`config.mk`:
```
export PLATFORM = sky130hd
export DESIGN_NAME = dpad_last_input_priority
export DESIGN_NICKNAME = d
export VERILOG_FILES = /design/src/dpad_pkg.sv /design/src/dpad_last_input_priority.sv
export SDC_FILE = /design/constraint.sdc
export NUM_CORES = 1
export LEC_CHECK = 0
export ABC_AREA = 0
export CAP_MARGIN = 20
export CORE_ASPECT_RATIO = 0.8
export CORE_MARGIN = 2
export CORE_UTILIZATION = 68
export CTS_BUF_LIST = sky130_fd_sc_hd__clkbuf_16
export DETAILED_ROUTE_END_ITERATION = 7
export DONT_BUFFER_PORTS = 1
export GPL_TIMING_DRIVEN = 0
export MAX_ROUTING_LAYER = met4
export PLACE_DENSITY = 0.84
export SYNTH_ARGS = -nofsm -noshare
export SYNTH_HDL_FRONTEND = slang
export SYNTH_SLANG_ARGS = --single-unit
```
`constraint.sdc`:
```
create_clock -name clk -period 4.94 [get_ports clk]
set_clock_uncertainty 0.1 [all_clocks]
set_input_delay 0.741 -clock clk [delete_from_list [all_inputs] [get_ports clk]]
set_output_delay 0.741 -clock clk [all_outputs]
set_load 0.02 [all_outputs]
```
`src/dpad_pkg.sv`:
```
// ----------------------------------------------------------------------------
// dpad_pkg
// Shared types and codes for the d-pad resolver with last-input priority.
// ----------------------------------------------------------------------------
package dpad_pkg;

  localparam int KEY_W = 4;

  // event kinds
  localparam logic OP_PRESS   = 1'b0;
  localparam logic OP_RELEASE = 1'b1;

  // register indexes on the configuration port
  localparam logic [1:0] REG_UP    = 2'd0;
  localparam logic [1:0] REG_RIGHT = 2'd1;
  localparam logic [1:0] REG_DOWN  = 2'd2;
  localparam logic [1:0] REG_LEFT  = 2'd3;

  // register reset values
  localparam logic [KEY_W-1:0] RST_UP    = 4'd1;
  localparam logic [KEY_W-1:0] RST_RIGHT = 4'd2;
  localparam logic [KEY_W-1:0] RST_DOWN  = 4'd3;
  localparam logic [KEY_W-1:0] RST_LEFT  = 4'd4;

  typedef struct packed {
    logic             opcode;
    logic [KEY_W-1:0] key_code;
  } dpad_in_t;

  typedef struct packed {
    logic [KEY_W-1:0] horizontal_dir;
    logic [KEY_W-1:0] vertical_dir;
    logic [KEY_W-1:0] first_dir;
    logic [KEY_W-1:0] second_dir;
    logic [KEY_W-1:0] newest_key;
    logic             dpad_active;
    logic [3:0]       held_count;
    logic             ignored;
  } dpad_out_t;

endpackage

```
`src/dpad_last_input_priority.sv`:
```
// ----------------------------------------------------------------------------
// dpad_last_input_priority
// D-pad resolver: held key flags plus an arrival-ordered key list kept in a
// small synchronous memory; opposing directions resolve to the later press.
// ----------------------------------------------------------------------------
//
//   channel   ports                             moves
//   -------   -------------------------------   ---------------------------
//   input     in_valid / in_ready / in_data     one key event item
//   result    out_valid / out_ready / out_data  one resolved state item
//   config    psel penable pwrite paddr ...     direction key codes
//
// An item is accepted in the idle state; its list then passes through the
// memory's single read port in the scan state, and the resolve state forms
// the result. The result sits in an output register, so the next item is
// taken while it waits; a resolve stalls only while the previous result is
// still unclaimed. Reset is synchronous; entries beyond the fill count are
// never used.
//
module dpad_last_input_priority
  import dpad_pkg::*;
#(
  parameter int LIST_DEPTH = 8,
  parameter int CODE_COUNT = 16
) (
  input  logic             clk,
  input  logic             rst_n,
  // input items
  input  logic             in_valid,
  output logic             in_ready,
  input  dpad_in_t         in_data,
  // result items
  output logic             out_valid,
  input  logic             out_ready,
  output dpad_out_t        out_data,
  // configuration
  input  logic             psel,
  input  logic             penable,
  input  logic             pwrite,
  input  logic [3:0]       paddr,
  input  logic [31:0]      pwdata,
  output logic [31:0]      prdata,
  output logic             pready
);

  localparam int CW  = $clog2(LIST_DEPTH + 1);
  localparam int AW  = $clog2(LIST_DEPTH);
  localparam int CIW = $clog2(CODE_COUNT);
  localparam logic [CW-1:0] ABSENT = CW'(LIST_DEPTH);

  typedef enum logic [1:0] {ST_IDLE, ST_SCAN, ST_RESOLVE} state_t;

  state_t             state_r, state_nxt;
  logic [CW-1:0]      count_r, count_nxt;
  logic [CODE_COUNT-1:0] held_r, held_nxt;
  logic [CW-1:0]      lim_r, lim_nxt;
  logic [CW-1:0]      rd_i_r, rd_i_nxt;
  logic               pend_r, pend_nxt;
  logic [CW-1:0]      wr_j_r, wr_j_nxt;
  logic               rm_en_r, rm_en_nxt;
  logic [KEY_W-1:0]   rm_key_r, rm_key_nxt;
  logic               ign_r, ign_nxt;
  logic [CW-1:0]      pos_up_r, pos_up_nxt;
  logic [CW-1:0]      pos_rt_r, pos_rt_nxt;
  logic [CW-1:0]      pos_dn_r, pos_dn_nxt;
  logic [CW-1:0]      pos_lt_r, pos_lt_nxt;
  logic [KEY_W-1:0]   newest_r, newest_nxt;
  logic [KEY_W-1:0]   code_up_r, code_rt_r, code_dn_r, code_lt_r;
  logic               out_valid_r, out_valid_nxt;
  dpad_out_t          out_data_r, out_data_nxt;

  // list memory
  logic [KEY_W-1:0]   list_mem [LIST_DEPTH];
  logic [KEY_W-1:0]   mem_rdata_r;
  logic [AW-1:0]      mem_raddr;
  logic [AW-1:0]      mem_waddr;
  logic [KEY_W-1:0]   mem_wdata;
  logic               mem_we;

  // accept decode
  logic [KEY_W-1:0]   key;
  logic [CIW-1:0]     key_idx;
  logic               code_ok, key_held, ok_press, ok_rel;
  logic               in_acc, cfg_wr, issue, keep;

  // resolve
  logic               h_up, h_rt, h_dn, h_lt;
  logic               hor_any, ver_any;
  logic [KEY_W-1:0]   hor, ver;
  logic [CW-1:0]      pos_hor, pos_ver;

  assign in_ready  = (state_r == ST_IDLE);
  assign in_acc    = in_valid && in_ready;
  assign out_valid = out_valid_r;
  assign out_data  = out_data_r;
  assign pready    = 1'b1;
  assign cfg_wr    = psel && penable && pwrite && pready;

  assign key      = in_data.key_code;
  assign key_idx  = CIW'(key);
  assign code_ok  = (key != '0) && (int'(key) < CODE_COUNT);
  assign key_held = code_ok && held_r[key_idx];
  assign ok_press = code_ok && (in_data.opcode == OP_PRESS) && !key_held &&
                    (count_r < ABSENT);
  assign ok_rel   = (in_data.opcode == OP_RELEASE) && key_held;

  assign issue = (rd_i_r != lim_r);
  assign keep  = !(rm_en_r && (mem_rdata_r == rm_key_r));

  assign mem_raddr = rd_i_r[AW-1:0];

  always_comb begin
    mem_we    = 1'b0;
    mem_waddr = wr_j_r[AW-1:0];
    mem_wdata = mem_rdata_r;
    if (state_r == ST_IDLE) begin
      mem_we    = in_acc && ok_press;
      mem_waddr = count_r[AW-1:0];
      mem_wdata = key;
    end else if (state_r == ST_SCAN) begin
      // write slot trails the read slot, so no same-entry overlap
      mem_we = pend_r && keep;
    end
  end

  always_ff @(posedge clk) begin
    if (mem_we) begin
      list_mem[mem_waddr] <= mem_wdata;
    end
    mem_rdata_r <= list_mem[mem_raddr];
  end

  // opposing keys: later arrival wins, right resp. down on a tie
  always_comb begin
    h_up = (pos_up_r != ABSENT);
    h_rt = (pos_rt_r != ABSENT);
    h_dn = (pos_dn_r != ABSENT);
    h_lt = (pos_lt_r != ABSENT);
    hor_any = h_lt || h_rt;
    ver_any = h_up || h_dn;
    if (h_lt && (!h_rt || (pos_lt_r > pos_rt_r))) begin
      hor = code_lt_r;
      pos_hor = pos_lt_r;
    end else if (h_rt) begin
      hor = code_rt_r;
      pos_hor = pos_rt_r;
    end else begin
      hor = '0;
      pos_hor = ABSENT;
    end
    if (h_up && (!h_dn || (pos_up_r > pos_dn_r))) begin
      ver = code_up_r;
      pos_ver = pos_up_r;
    end else if (h_dn) begin
      ver = code_dn_r;
      pos_ver = pos_dn_r;
    end else begin
      ver = '0;
      pos_ver = ABSENT;
    end
  end

  always_comb begin
    state_nxt     = state_r;
    count_nxt     = count_r;
    held_nxt      = held_r;
    lim_nxt       = lim_r;
    rd_i_nxt      = rd_i_r;
    pend_nxt      = pend_r;
    wr_j_nxt      = wr_j_r;
    rm_en_nxt     = rm_en_r;
    rm_key_nxt    = rm_key_r;
    ign_nxt       = ign_r;
    pos_up_nxt    = pos_up_r;
    pos_rt_nxt    = pos_rt_r;
    pos_dn_nxt    = pos_dn_r;
    pos_lt_nxt    = pos_lt_r;
    newest_nxt    = newest_r;
    out_valid_nxt = out_valid_r && !out_ready;
    out_data_nxt  = out_data_r;

    case (state_r)
      ST_IDLE: begin
        if (in_acc) begin
          rm_key_nxt = key;
          rm_en_nxt  = ok_rel;
          ign_nxt    = !(ok_press || ok_rel);
          lim_nxt    = count_r;
          if (ok_press) begin
            held_nxt[key_idx] = 1'b1;
            lim_nxt = count_r + 1'b1;
          end
          if (ok_rel) begin
            held_nxt[key_idx] = 1'b0;
          end
          rd_i_nxt   = '0;
          pend_nxt   = 1'b0;
          wr_j_nxt   = '0;
          pos_up_nxt = ABSENT;
          pos_rt_nxt = ABSENT;
          pos_dn_nxt = ABSENT;
          pos_lt_nxt = ABSENT;
          newest_nxt = '0;
          state_nxt  = ST_SCAN;
        end
      end
      ST_SCAN: begin
        pend_nxt = issue;
        if (issue) begin
          rd_i_nxt = rd_i_r + 1'b1;
        end
        // compact the list and note where the direction keys now sit
        if (pend_r && keep) begin
          if (mem_rdata_r == code_up_r) pos_up_nxt = wr_j_r;
          if (mem_rdata_r == code_rt_r) pos_rt_nxt = wr_j_r;
          if (mem_rdata_r == code_dn_r) pos_dn_nxt = wr_j_r;
          if (mem_rdata_r == code_lt_r) pos_lt_nxt = wr_j_r;
          newest_nxt = mem_rdata_r;
          wr_j_nxt   = wr_j_r + 1'b1;
        end
        if (!issue && !pend_r) begin
          count_nxt = wr_j_r;
          state_nxt = ST_RESOLVE;
        end
      end
      ST_RESOLVE: begin
        if (!out_valid_r || out_ready) begin
          out_valid_nxt               = 1'b1;
          out_data_nxt.horizontal_dir = hor;
          out_data_nxt.vertical_dir   = ver;
          out_data_nxt.first_dir      = (pos_hor < pos_ver) ? hor : ver;
          out_data_nxt.second_dir     = (hor_any && ver_any) ?
                                        ((pos_hor > pos_ver) ? hor : ver) : '0;
          out_data_nxt.newest_key     = newest_r;
          out_data_nxt.dpad_active    = hor_any || ver_any;
          out_data_nxt.held_count     = 4'(count_r);
          out_data_nxt.ignored        = ign_r;
          state_nxt                   = ST_IDLE;
        end
      end
      default: begin
        state_nxt = ST_IDLE;
      end
    endcase
  end

  always_ff @(posedge clk) begin
    if (!rst_n) begin
      state_r     <= ST_IDLE;
      count_r     <= '0;
      held_r      <= '0;
      pend_r      <= 1'b0;
      out_valid_r <= 1'b0;
    end else begin
      state_r     <= state_nxt;
      count_r     <= count_nxt;
      held_r      <= held_nxt;
      pend_r      <= pend_nxt;
      out_valid_r <= out_valid_nxt;
    end
    lim_r      <= lim_nxt;
    rd_i_r     <= rd_i_nxt;
    wr_j_r     <= wr_j_nxt;
    rm_en_r    <= rm_en_nxt;
    rm_key_r   <= rm_key_nxt;
    ign_r      <= ign_nxt;
    pos_up_r   <= pos_up_nxt;
    pos_rt_r   <= pos_rt_nxt;
    pos_dn_r   <= pos_dn_nxt;
    pos_lt_r   <= pos_lt_nxt;
    newest_r   <= newest_nxt;
    out_data_r <= out_data_nxt;
  end

  // direction code registers
  always_ff @(posedge clk) begin
    if (!rst_n) begin
      code_up_r <= RST_UP;
      code_rt_r <= RST_RIGHT;
      code_dn_r <= RST_DOWN;
      code_lt_r <= RST_LEFT;
    end else if (cfg_wr) begin
      case (paddr[3:2])
        REG_UP:    code_up_r <= pwdata[KEY_W-1:0];
        REG_RIGHT: code_rt_r <= pwdata[KEY_W-1:0];
        REG_DOWN:  code_dn_r <= pwdata[KEY_W-1:0];
        REG_LEFT:  code_lt_r <= pwdata[KEY_W-1:0];
        default: ;
      endcase
    end
  end

  always_comb begin
    case (paddr[3:2])
      REG_UP:    prdata = 32'(code_up_r);
      REG_RIGHT: prdata = 32'(code_rt_r);
      REG_DOWN:  prdata = 32'(code_dn_r);
      REG_LEFT:  prdata = 32'(code_lt_r);
      default:   prdata = '0;
    endcase
  end

  // held flags and the list agree whenever the block waits for an item
  a_flags_match_count: assert property (@(posedge clk) disable iff (!rst_n)
    (state_r == ST_IDLE) |-> ($countones(held_r) == int'(count_r)))
    else $error("held flags disagree with list count");

  a_write_trails_read: assert property (@(posedge clk) disable iff (!rst_n)
    pend_r |-> (wr_j_r < rd_i_r))
    else $error("list write slot overtook read slot");

  a_count_bound: assert property (@(posedge clk) disable iff (!rst_n)
    count_r <= ABSENT)
    else $error("list count beyond depth");

  a_result_from_resolve: assert property (@(posedge clk) disable iff (!rst_n)
    $rose(out_valid_r) |-> ($past(state_r) == ST_RESOLVE))
    else $error("result raised outside resolve");

endmodule
```
==> results of run 1 <==
[logic make-up (layout without fill, tap and decap cells)]
group	Yosys count	in the layout	synth area share [%]
other	2	29	0.110
muxes	57	57	11.2
and+or+nand+nor	175	175	13.2
DFF	140	140	55.1
xor gates and xnor gates	30	30	3.84
buffers and inverters	72	105	5.76
adders and majority gates	15	15	2.75
AOI/OAI and AO/OA	78	78	8.05
[placed cells by master, fill, tap and decap left out, types with 4 or more instances in the layout]
master / instances
edfxtp_1: 96
nor2_1: 52
dfxtp_1: 44
nand2_1: 31
buf_4: 30
conb_1: 29
mux2i_1: 27
clkbuf_1: 25
a21oi_1: 24
nor3_1: 24
xor2_1: 18
clkbuf_16: 17
mux2_2: 16
ha_1: 15
mux4_2: 14
inv_1: 13
xnor2_1: 12
and2_1: 11
nand3_1: 10
o21ai_0: 9
nand2b_1: 8
o2bb2ai_1: 8
nor3b_1: 6
nor2b_1: 5
o21a_1: 5
a31oi_1: 5
nand4_1: 4
nand3b_1: 4
a22o_1: 4
[cell type report]
class / instances / area, sq um
timing repair buffer: 1 / 27.5
buffer: 59 / 345
clock inverter: 15 / 149
fill: 610 / 2020
tap: 136 / 170
sequential: 140 / 3760
multi-input combinational: 384 / 2780
clock buffer: 17 / 425
inverter: 13 / 48.8
[how the worst min path moves through the flow]
stage                                  endpoint  slack [ps]  depth (start not counted)
after floorplan           out_data[0]$_DFFE_PP_         300                          0
after global placement    out_data[6]$_DFFE_PP_         310                          0
after detailed placement  out_data[7]$_DFFE_PP_         310                          0
after CTS                 rm_key_r[0]$_DFFE_PP_         310                          0
after global routing      rm_key_r[0]$_DFFE_PP_         300                          0
final                     rm_key_r[2]$_DFFE_PP_         310                          0
[metal layers]
metal | up-vias | part of all wire, % | track usage [%]
li1 | 2122 | - | -
met1 | 2268 | 42 | 43.6
met2 | 257 | 47 | 48.9
met3 | 29 | 9.6 | 7.61
met4 | 0 | 1.4 | 7.64
met5 | - | 0 | -
[power by group]
group	total [mW]	leakage, nW	internal (mW)	switching [mW]
combinational	0.541	1.36	0.214	0.327
clock	1.23	0.278	0.740	0.489
sequential	1.39	1.24	1.34	0.0459
[through the flow]
step	area [sq um]	utilization, %	total power, mW	cells	hold WS, ps
after detailed placement	7140	73.4	1.93	733	305
after floorplan	6940	-	1.81	596	300
after CTS	7710	79.3	3.15	765	308
final	7710	79.3	3.16	765	314
after global routing	7710	79.3	3.27	765	304
after global placement	7110	73.1	1.90	732	308
==> summary.txt, run 1 <==
Layout
  – Antenna cell count: 0
  – Max FFs per register: 32
  – Share of layout cells above drive strength 1: between 10% and 20%
  – Area growth from synthesis to layout: 12.8%
  – Register containing the most flip-flops in the final layout: list_mem
  – Net total in the final layout: around 680

Worst setup path
  – Critical Path End: out_data[12]$_SDFFCE_PN0P_
  – Critical Path Stages: 11
  – Setup slack of the worst register-to-register path: roughly 1200 ps
  – Startpoint of the most critical setup path: pos_dn_r[2]$_DFFE_PP_
  – Worst Path Arrival: around 3800 ps
  – Most frequent CP cell: a21oi_1
  – Length in cells of the worst reg-to-reg path: 11
  – Slowest cell delay on critical path: ~560 ps
  – Standard cell with the maximum stage delay on the critical path: or4b_4
  – Buf+Inv Stages, Crit Path: 2
  – Source of the worst register-to-register timing path: pos_dn_r[2]$_DFFE_PP_
  – Crit path required time: between 5000 and 6000 ps
  – Top Family by Delay on Critical Path: compound AO/OA/AOI/OAI gates
  – Cell Chain, Critical Path: or4b_4, buf_6, a21o_1, a31oi_4, mux2_2, ha_1, inv_1, a21oi_1, o21ai_1, a21oi_1, a22o_1
  – Critical path fanouts, max: 9
  – Path type of the worst setup path: register to register
  – Category of the worst setup path capture point: register
  – Element type at the critical path start: register
  – Worst flop-to-flop path endpoint: out_data[12]$_SDFFCE_PN0P_

Clock network
  – Post-CTS clock slew at the launch and capture registers of the worst setup and hold paths: about 60 ps
  – Total CTS buffers: 17
  – Number of clock sinks seen by CTS: 140
  – Cell at the root of the clock tree: clkbuf_16
  – Later-pin clock latency in the skew report: 420 ps
  – Maximum root-to-sink buffer count: 2
  – Number of post-CTS setup repair buffers: 0
  – Clock tree from TritonCTS: done
  – Hold buffer count at CTS: 0
  – Post_cts resized: 0
  – CTS H-Tree Depth: 4

Routing
  – Post-DRT Antenna Nets: 0
  – Total via count after detailed routing: between 4000 and 5000
  – Count of unresolved DRC violations after routing: 0
  – Detailed router's first-iteration violation count: around 380
  – Post-DR wirelength/cell: slightly above 20 um
  – Per-cell via count in the routed design: just over 6
  – First drt pass iteration count: 5
  – Total wire length: around 16000 um

STA
  – Least setup slack across all paths after layout: between 1000 and 1500 ps
  – Unrepaired setup endpoints after global routing: no
  – Max Transition Viols Final: 0
  – Top achievable clock speed: ~0.27 GHz
  – Final Hold Viols: 0
  – Clock period minus final worst setup slack: 3740 ps
  – Tightest Pin Transition: between 900 and 1000 ps
  – Final number of setup-violating endpoints: 0
  – TNS Setup: 0 ps
  – Worst-case headroom to the max-slew limit: 39.1%
  – Final Cycle Share: ~76%

Floorplan
  – Horizontal die dimension: around 120 um
  – Total die area: 0.0109 sq mm
  – Number of ports placed on the die boundary: ~110
  – Standard cell core area: between 0.009 and 0.01 sq mm
  – Initial Utilization: 70.3%
  – Site Rows: 32
  – Height of the die: 93.7 um

Global routing
  – Number of global-route vias before repair: 4656
  – Total gr overflow: 0
  – Wire length of the first global-routing pass: 24800 um
  – Total global-route track usage: 31.8%
  – Initial antenna violation count: 0
  – Maximum number of pins on one net before global-route repair: 20

Logic synthesis
  – Top cells by area, synth: edfxtp_1 (42%), dfxtp_1 (13%), mux4_2 (4.6%)
  – Most numerous cell types in the synthesized netlist: edfxtp_1 (96), nor2_1 (52), dfxtp_1 (44)
  – Synth Register Bits: 140
  – Number of synthesized flops with an enable pin: 96
  – Sequential share of the synthesized area: a little under three fifths
  – Area share of the largest cell type after synthesis: roughly 42%
  – Unique masters post-synth: between 60 and 70
  – Cell accounting for the most synthesized area: edfxtp_1
  – Leading cell type by number of instances after synthesis: edfxtp_1
  – Syn Std Cell Area: a little under 0.007 sq mm
  – Dominant register cell in the synthesized netlist: edfxtp_1
  – Synthesized instance count: 569
  – Synth Warn #: 0
  – Syn Area/Cell: 12.0 sq um
  – FFs w/ async S/R, synth: 0%

Placement
  – Port Buf Inserts: 0
  – Post-placement worst setup slack: between 1000 and 1500 ps
  – Routability cong.: 0.900
  – Detailed placement HPWL: 10800 um

Worst hold path
  – Class of the tightest hold or removal check: input port to register
  – Critical hold path startpoint: in_data[2]

Power
  – Static Leakage: between 2 and 3 nW
  – VDD IR-drop max: ~0.30 mV
  – Power density cells: a little over 400 mW/mm^2

Run status
  – Status: completed

Run
  – # Max-Cap Violations: 0
Note: power is estimated with default switching activity, not from simulation.
==> run 2: changes to the inputs <==
--- a/config.mk
+++ b/config.mk
@@ -9,13 +9,13 @@
 export CAP_MARGIN = 20
 export CORE_ASPECT_RATIO = 0.8
 export CORE_MARGIN = 2
-export CORE_UTILIZATION = 68
+export CORE_UTILIZATION = 64
 export CTS_BUF_LIST = sky130_fd_sc_hd__clkbuf_16
 export DETAILED_ROUTE_END_ITERATION = 7
 export DONT_BUFFER_PORTS = 1
 export GPL_TIMING_DRIVEN = 0
 export MAX_ROUTING_LAYER = met4
-export PLACE_DENSITY = 0.84
+export PLACE_DENSITY = 0.8
 export SYNTH_ARGS = -nofsm -noshare
 export SYNTH_HDL_FRONTEND = slang
 export SYNTH_SLANG_ARGS = --single-unit
==> constraint.sdc (replaced) <==
create_clock -name clk -period 3.7 [get_ports clk]
set_clock_uncertainty 0.1 [all_clocks]
set_input_delay 0.555 -clock clk [delete_from_list [all_inputs] [get_ports clk]]
set_output_delay 0.555 -clock clk [all_outputs]
set_load 0.02 [all_outputs]
==> run 2 against run 1 <==
Compared with the run above:
- clock-buffer cell count unchanged
- via count decreased by 2.2%
- final area hardly changed
- utilization fell by 4.5 points
- cell count rose by 0.52%
- first-iteration DRC count increased by 22%
- global-route usage fell by 4.1 points
- combinational power up 34%
- clock power up 33%
- setup slack got worse by 940 ps
==> summary.txt, run 2 (synthesis gave the netlist of run 1 again) <==
Power
  – Logic gate share of total power: 17.2% (about the same)
  – Net switching power: 1.15 mW (+34%)
  – VDD IR-drop max: 0.370 mV (+23%)
  – Power density cells: 547 mW/mm^2 (+33%)
  – Sequential cell fraction of total power: 43.8% (-0.2 points)
  – Static Leakage: 2.87 nW (-0.17%)
  – Fraction of power spent switching nets: 27.3% (about the same)
  – Pint: 3.07 mW (+34%)
  – Clk pwr share: 39.0% (about the same)
  – Post-route total power: 4.22 mW (+34%)

Layout
  – Non-filler cells, final: 769 (+0.52%)
  – Most frequent standard cell in the layout excluding fill and tap cells: edfxtp_1
  – Top library cells by usage in the layout, fill and taps aside: edfxtp_1 (96), nor2_1 (52), dfxtp_1 (44)
  – Register containing the most flip-flops in the final layout: list_mem
  – Max FFs per register: 32 (unchanged)
  – Area growth from synthesis to layout: 12.9% (about the same)
  – Net total in the final layout: 679 (unchanged)
  – Antenna cell count: 0 (unchanged)
  – Share of layout cells above drive strength 1: 17.8% (+0.48 points)
  – Number of filler instances in the final layout: 687 (+13%)

Worst setup path
  – Crit path required time: 3770 ps (-1240 ps)
  – Worst Path Arrival: 3510 ps (-300 ps)
  – Length in cells of the worst reg-to-reg path: 11 (unchanged)
  – Critical path fanouts, max: 9 (unchanged)
  – Path type of the worst setup path: register to register
  – Element type at the critical path start: register
  – Category of the worst setup path capture point: register

Routing
  – Total via count after detailed routing: 4571 (-2.2%)
  – Post-DRT Antenna Nets: 0 (unchanged)
  – Count of unresolved DRC violations after routing: 0 (unchanged)
  – Per-cell via count in the routed design: 5.94 (-2.8%)
  – Post-DR wirelength/cell: 19.2 um (-6.4%)
  – Total wire length: 14700 um (-5.9%)
  – Detailed router's first-iteration violation count: 461 (+22%)
  – First drt pass iteration count: 6 (+1)

Clock network
  – Post-CTS clock slew at the launch and capture registers of the worst setup and hold paths: 60 ps (about the same)
  – Total CTS buffers: 17 (unchanged)
  – Clock tree from TritonCTS: done
  – Cell at the root of the clock tree: clkbuf_16
  – Number of clock sinks seen by CTS: 140 (unchanged)
  – Number of post-CTS setup repair buffers: 0 (unchanged)
  – Later-pin clock latency in the skew report: 420 ps (about the same)
  – Maximum root-to-sink buffer count: 2 (unchanged)
  – CTS H-Tree Depth: 4 (unchanged)

Global routing
  – Wire length of the first global-routing pass: 23200 um (-6.5%)
  – Total global-route track usage: 27.7% (-4.1 points)
  – Initial antenna violation count: 0 (unchanged)
  – Number of global-route vias before repair: 4405 (-5.4%)
  – Total gr overflow: 0 (unchanged)
  – Maximum number of pins on one net before global-route repair: 22 (+10%)

Placement
  – Routability cong.: 0.901 (+0.17%)
  – Placed cell count: 737 (+0.55%)
  – Port Buf Inserts: 0 (unchanged)
  – Detailed placement HPWL: 10500 um (-3.0%)

STA
  – Final worst hold slack: 131 ps (-183 ps)
  – Tightest Pin Transition: 819 ps (-87.4 ps)
  – Max Transition Viols Final: 0 (unchanged)
  – Final number of setup-violating endpoints: 0 (unchanged)
  – Top achievable clock speed: 0.291 GHz (+8.7%)
  – Final Cycle Share: 93.0% (+17 points)
  – Clock period minus final worst setup slack: 3440 ps (-300 ps)
  – Worst-case headroom to the max-slew limit: 44.9% (+5.9 points)
  – Final Hold Viols: 0 (unchanged)
  – Unrepaired setup endpoints after global routing: no
  – TNS Setup: 0 ps (unchanged)

Floorplan
  – Initial Utilization: 66.2% (-4.0 points)
  – Horizontal die dimension: 120 um (+3.0%)
  – Height of the die: 96.4 um (+2.9%)
  – Standard cell core area: 0.0103 sq mm (+6.1%)
  – Number of ports placed on the die boundary: 109 (unchanged)
  – Total die area: 0.0115 sq mm (+6.0%)
  – Site Rows: 33 (+3.1%)

Worst hold path
  – Hold Path Stages: 0 (unchanged)
  – Class of the tightest hold or removal check: input port to register

Run
  – # Max-Cap Violations: 0 (unchanged)

Run status
  – Status: completed
run 2: through the flow:
step	utilization (%)	area [sq um]	setup WS, ps
2_1_floorplan	-	6940	528
3_3_place_gp	68.9	7110	155
3_5_place_dp	69.1	7130	112
4_1_cts	74.7	7710	102
5_1_grt	74.8	7720	135
6_report	74.8	7720	259
run 2: repair_timing:
item,CTS,global route
hold buffers,0,0
gates resized for setup,0,2
endpoints found under the setup margin,0,6
run 2: final cells by class:
type	instances	area [sq um]	share of cell area, %
clock inverters	15	150	1.95
flip-flops and latches	140	3760	48.8
multi-input cells	384	2800	36.2
well taps	140	175	2.27
repair buffers	1	15.0	0.195
clock buffers	17	425	5.51
plain buffers	59	345	4.47
inverters	13	48.8	0.632
run 2: worst paths after layout:
path | startpoint | endpoint | slack (ps)
worst max-delay path | pos_dn_r[2]$_DFFE_PP_ | out_data[11]$_SDFFCE_PN0P_ | 260
worst min-delay path | in_data[1] | rm_key_r[1]$_DFFE_PP_ | 130
worst max register to register | pos_dn_r[2]$_DFFE_PP_ | out_data[11]$_SDFFCE_PN0P_ | 260
worst min register to register | newest_r[2]$_SDFFCE_PN0P_ | out_data[8]$_DFFE_PP_ | 320
run 2: routing by layer:
layer	vias up	routed length (um)	GRT usage (%)
met1	2155	6200	37.4
met2	252	6660	40.8
met5	-	0	-
li1	2131	-	-
met3	33	1550	7.28
met4	0	331	11.1
run 2: worst max-delay path: stages, from the launching register on:
cell and delay [ps]:
edfxtp_1 420, or4b_4 550, buf_6 160, a21o_1 180, a31oi_4 300, mux2_2 380, ha_1 180, inv_1 60
a21oi_1 70, o21ai_2 290, a21oi_1 220, a22o_1 280
run 2: power groups by stage:
stage | sequential (mW) | clock, mW | combinational, mW
floorplan | 1.86 | 0 | 0.551
global placement | 1.88 | 0 | 0.667
detailed placement | 1.88 | 0 | 0.699
CTS | 1.85 | 1.66 | 0.708
global route | 1.86 | 1.72 | 0.790
finish | 1.85 | 1.64 | 0.727
==> run 3: changes to the inputs <==
--- a/config.mk
+++ b/config.mk
@@ -6,13 +6,13 @@
 export NUM_CORES = 1
 export LEC_CHECK = 0
 export ABC_AREA = 0
+export BUFFER_PORTS_ARGS = -buffer_cell sky130_fd_sc_hd__buf_2
 export CAP_MARGIN = 20
 export CORE_ASPECT_RATIO = 0.8
 export CORE_MARGIN = 2
-export CORE_UTILIZATION = 64
+export CORE_UTILIZATION = 57
 export CTS_BUF_LIST = sky130_fd_sc_hd__clkbuf_16
 export DETAILED_ROUTE_END_ITERATION = 7
-export DONT_BUFFER_PORTS = 1
 export GPL_TIMING_DRIVEN = 0
 export MAX_ROUTING_LAYER = met4
 export PLACE_DENSITY = 0.8
==> run 3 against run 2 <==
Compared with the run above:
- sequential power hardly changed
- final area increased by 3.3%
- sequential share of layout area decreased by 1.6 points
- highest routed layer unchanged
==> summary.txt, run 3 (synthesis gave the netlist of run 1 again) <==
Layout
  – Antenna cell count: 0 (unchanged)
  – Number of filler instances in the final layout: 833 (+21%)
  – Area growth from synthesis to layout: 16.7%
  – Non-filler cells, final: 824 (+7.2%)
  – Share of layout cells above drive strength 1: 23.2% (+5.4 points)
  – Net total in the final layout: 726 (+6.9%)
  – Area taken by flip-flops and latches: 0.00376 sq mm (unchanged)
  – Top library cells by usage in the layout, fill and taps aside: edfxtp_1 (96), nor2_1 (52), buf_2 (50)
  – Most frequent standard cell in the layout excluding fill and tap cells: edfxtp_1
  – Register containing the most flip-flops in the final layout: list_mem
  – Total area of multi-input combinational cells: 0.00280 sq mm (unchanged)
  – Max FFs per register: 32 (unchanged)

STA
  – Final Cycle Share: 93.4% (+0.37 points)
  – Tightest Pin Transition: 819 ps (-0.669 ps)
  – Max Transition Viols Final: 0 (unchanged)
  – Worst-case headroom to the max-slew limit: 45.0% (about the same)
  – Clock period minus final worst setup slack: 3450 ps (+13.5 ps)
  – Final worst hold slack: 245 ps (+114 ps)
  – Final number of setup-violating endpoints: 0 (unchanged)
  – Least setup slack across all paths after layout: 246 ps (-13.5 ps)
  – TNS Setup: 0 ps (unchanged)
  – Top achievable clock speed: 0.290 GHz (-0.39%)
  – Unrepaired setup endpoints after global routing: no
  – Final Hold Viols: 0 (unchanged)

Global routing
  – Initial antenna violation count: 0 (unchanged)
  – Wire length of the first global-routing pass: 24500 um (+5.6%)
  – Number of global-route vias before repair: 4722 (+7.2%)
  – Total global-route track usage: 25.6% (-2.2 points)
  – Total gr overflow: 0 (unchanged)
  – Maximum number of pins on one net before global-route repair: 18 (-18%)

Floorplan
  – Site Rows: 35 (+6.1%)
  – Number of ports placed on the die boundary: 109 (unchanged)
  – Initial Utilization: 58.9% (-7.3 points)
  – Standard cell core area: 0.0116 sq mm (+12%)
  – Height of the die: 102 um (+5.7%)
  – Total die area: 0.0129 sq mm (+12%)
  – Horizontal die dimension: 126 um (+5.8%)

Worst setup path
  – Most frequent CP cell: a21oi_1
  – Length in cells of the worst reg-to-reg path: 11 (unchanged)
  – Worst flop-to-flop path endpoint: out_data[13]$_SDFFCE_PN0P_
  – Path type of the worst setup path: register to register
  – Crit path required time: 3770 ps (about the same)
  – Slowest cell delay on critical path: 570 ps (+20 ps)
  – Standard cell with the maximum stage delay on the critical path: or4b_4
  – Top Family by Delay on Critical Path: compound AO/OA/AOI/OAI gates
  – Buf+Inv Stages, Crit Path: 2 (unchanged)
  – Source of the worst register-to-register timing path: pos_dn_r[2]$_DFFE_PP_
  – Setup slack of the worst register-to-register path: 250 ps (about the same)
  – Cell Chain, Critical Path: or4b_4, buf_6, a21o_1, a31oi_4, mux2_2, ha_1, inv_1, a21oi_1, o21ai_2, a21oi_1, a22o_1
  – Element type at the critical path start: register
  – Category of the worst setup path capture point: register
  – Worst Path Arrival: 3530 ps (+20 ps)
  – Critical path fanouts, max: 9 (unchanged)

Clock network
  – Later-pin clock latency in the skew report: 420 ps (about the same)
  – Post-CTS clock slew at the launch and capture registers of the worst setup and hold paths: 60 ps (about the same)
  – Total CTS buffers: 17 (unchanged)
  – Number of post-CTS setup repair buffers: 0 (unchanged)
  – Number of clock sinks seen by CTS: 140 (unchanged)
  – Clock tree from TritonCTS: done
  – Maximum root-to-sink buffer count: 2 (unchanged)
  – CTS H-Tree Depth: 4 (unchanged)
  – Cell at the root of the clock tree: clkbuf_16

Worst hold path
  – Hold Path Stages: 1 (+1)
  – Terminating pin of the worst hold path: rm_key_r[0]$_DFFE_PP_
  – Critical hold path startpoint: in_data[0]
  – Class of the tightest hold or removal check: input port to register

Placement
  – Routability cong.: 0.902 (about the same)
  – Post-placement worst setup slack: 63.3 ps (-48.2 ps)
  – Placed cell count: 792 (+7.5%)
  – Detailed placement HPWL: 11200 um (+6.7%)
  – Port Buf Inserts: 47 (+47)

Routing
  – Total wire length: 15300 um (+4.0%)
  – Post-DRT Antenna Nets: 0 (unchanged)
  – Detailed router's first-iteration violation count: 499 (+8.2%)
  – First drt pass iteration count: 5 (-1)
  – Post-DR wirelength/cell: 18.6 um (-2.9%)
  – Total via count after detailed routing: 4802 (+5.1%)
  – Count of unresolved DRC violations after routing: 0 (unchanged)
  – Per-cell via count in the routed design: 5.83 (-2.0%)

Power
  – Static Leakage: 3.04 nW (+5.8%)
  – VDD IR-drop max: 0.354 mV (-4.4%)
  – Post-route total power: 4.23 mW (+0.28%)
  – Power density cells: 531 mW/mm^2 (-3.0%)

Run
  – # Max-Cap Violations: 0 (unchanged)

Run status
  – Status: completed
==> run 3: layout make-up <==
class / count / area share [%]
buffer: 59 / 4.33
multi-input combinational: 384 / 35.0
timing repair buffer: 48 / 3.29
tap: 148 / 2.32
sequential: 140 / 47.2
inverter: 13 / 0.612
clock buffer: 17 / 5.33
clock inverter: 15 / 1.88
==> run 3: worst max-delay path by stage <==
stage	start	end	slack, ps	cells after the start
after CTS	pos_dn_r[2]$_DFFE_PP_	out_data[11]$_SDFFCE_PN0P_	70	11
after global placement	pos_dn_r[2]$_DFFE_PP_	out_data[11]$_SDFFCE_PN0P_	200	11
after floorplan	pos_dn_r[2]$_DFFE_PP_	out_data[10]$_SDFFCE_PN0P_	530	11
after global routing	pos_dn_r[2]$_DFFE_PP_	out_data[13]$_SDFFCE_PN0P_	90	11
after detailed placement	pos_dn_r[2]$_DFFE_PP_	out_data[12]$_SDFFCE_PN0P_	60	11
final	pos_dn_r[2]$_DFFE_PP_	out_data[13]$_SDFFCE_PN0P_	250	11
==> run 3: worst reg2reg max path: stages (launching register included) <==
cell and delay [ps]:
edfxtp_1 440, or4b_4 570, buf_6 160, a21o_1 180, a31oi_4 320, mux2_2 400
ha_1 190, inv_1 50, a21oi_1 60, o21ai_2 280, a21oi_1 210, a22o_1 270
==> run 3: through the flow <==
stage               area, sq um  util, %
floorplan                  6940        -
global placement           7360     63.4
detailed placement         7390     63.7
CTS                        7960     68.6
global route               7980     68.7
finish                     7980     68.7
==> run 3: what timing repair did <==
action	4_1_cts	5_1_grt
gates resized for setup	0	2
hold buffers	0	0
setup endpoints to repair	0	4
==> run 3: report_power, final <==
group / switching (mW) / internal (mW)
logic: 0.452 / 0.298
registers: 0.0536 / 1.79
clock network: 0.651 / 0.986
==> run 3: layer usage <==
metal	part of all wire [%]	GRT usage, %	vias up
met3	8.5	6.75	23
met1	43	34.7	2333
met4	1.4	7.69	0
met2	47	38.2	228
li1	-	-	2218
met5	0	-	-
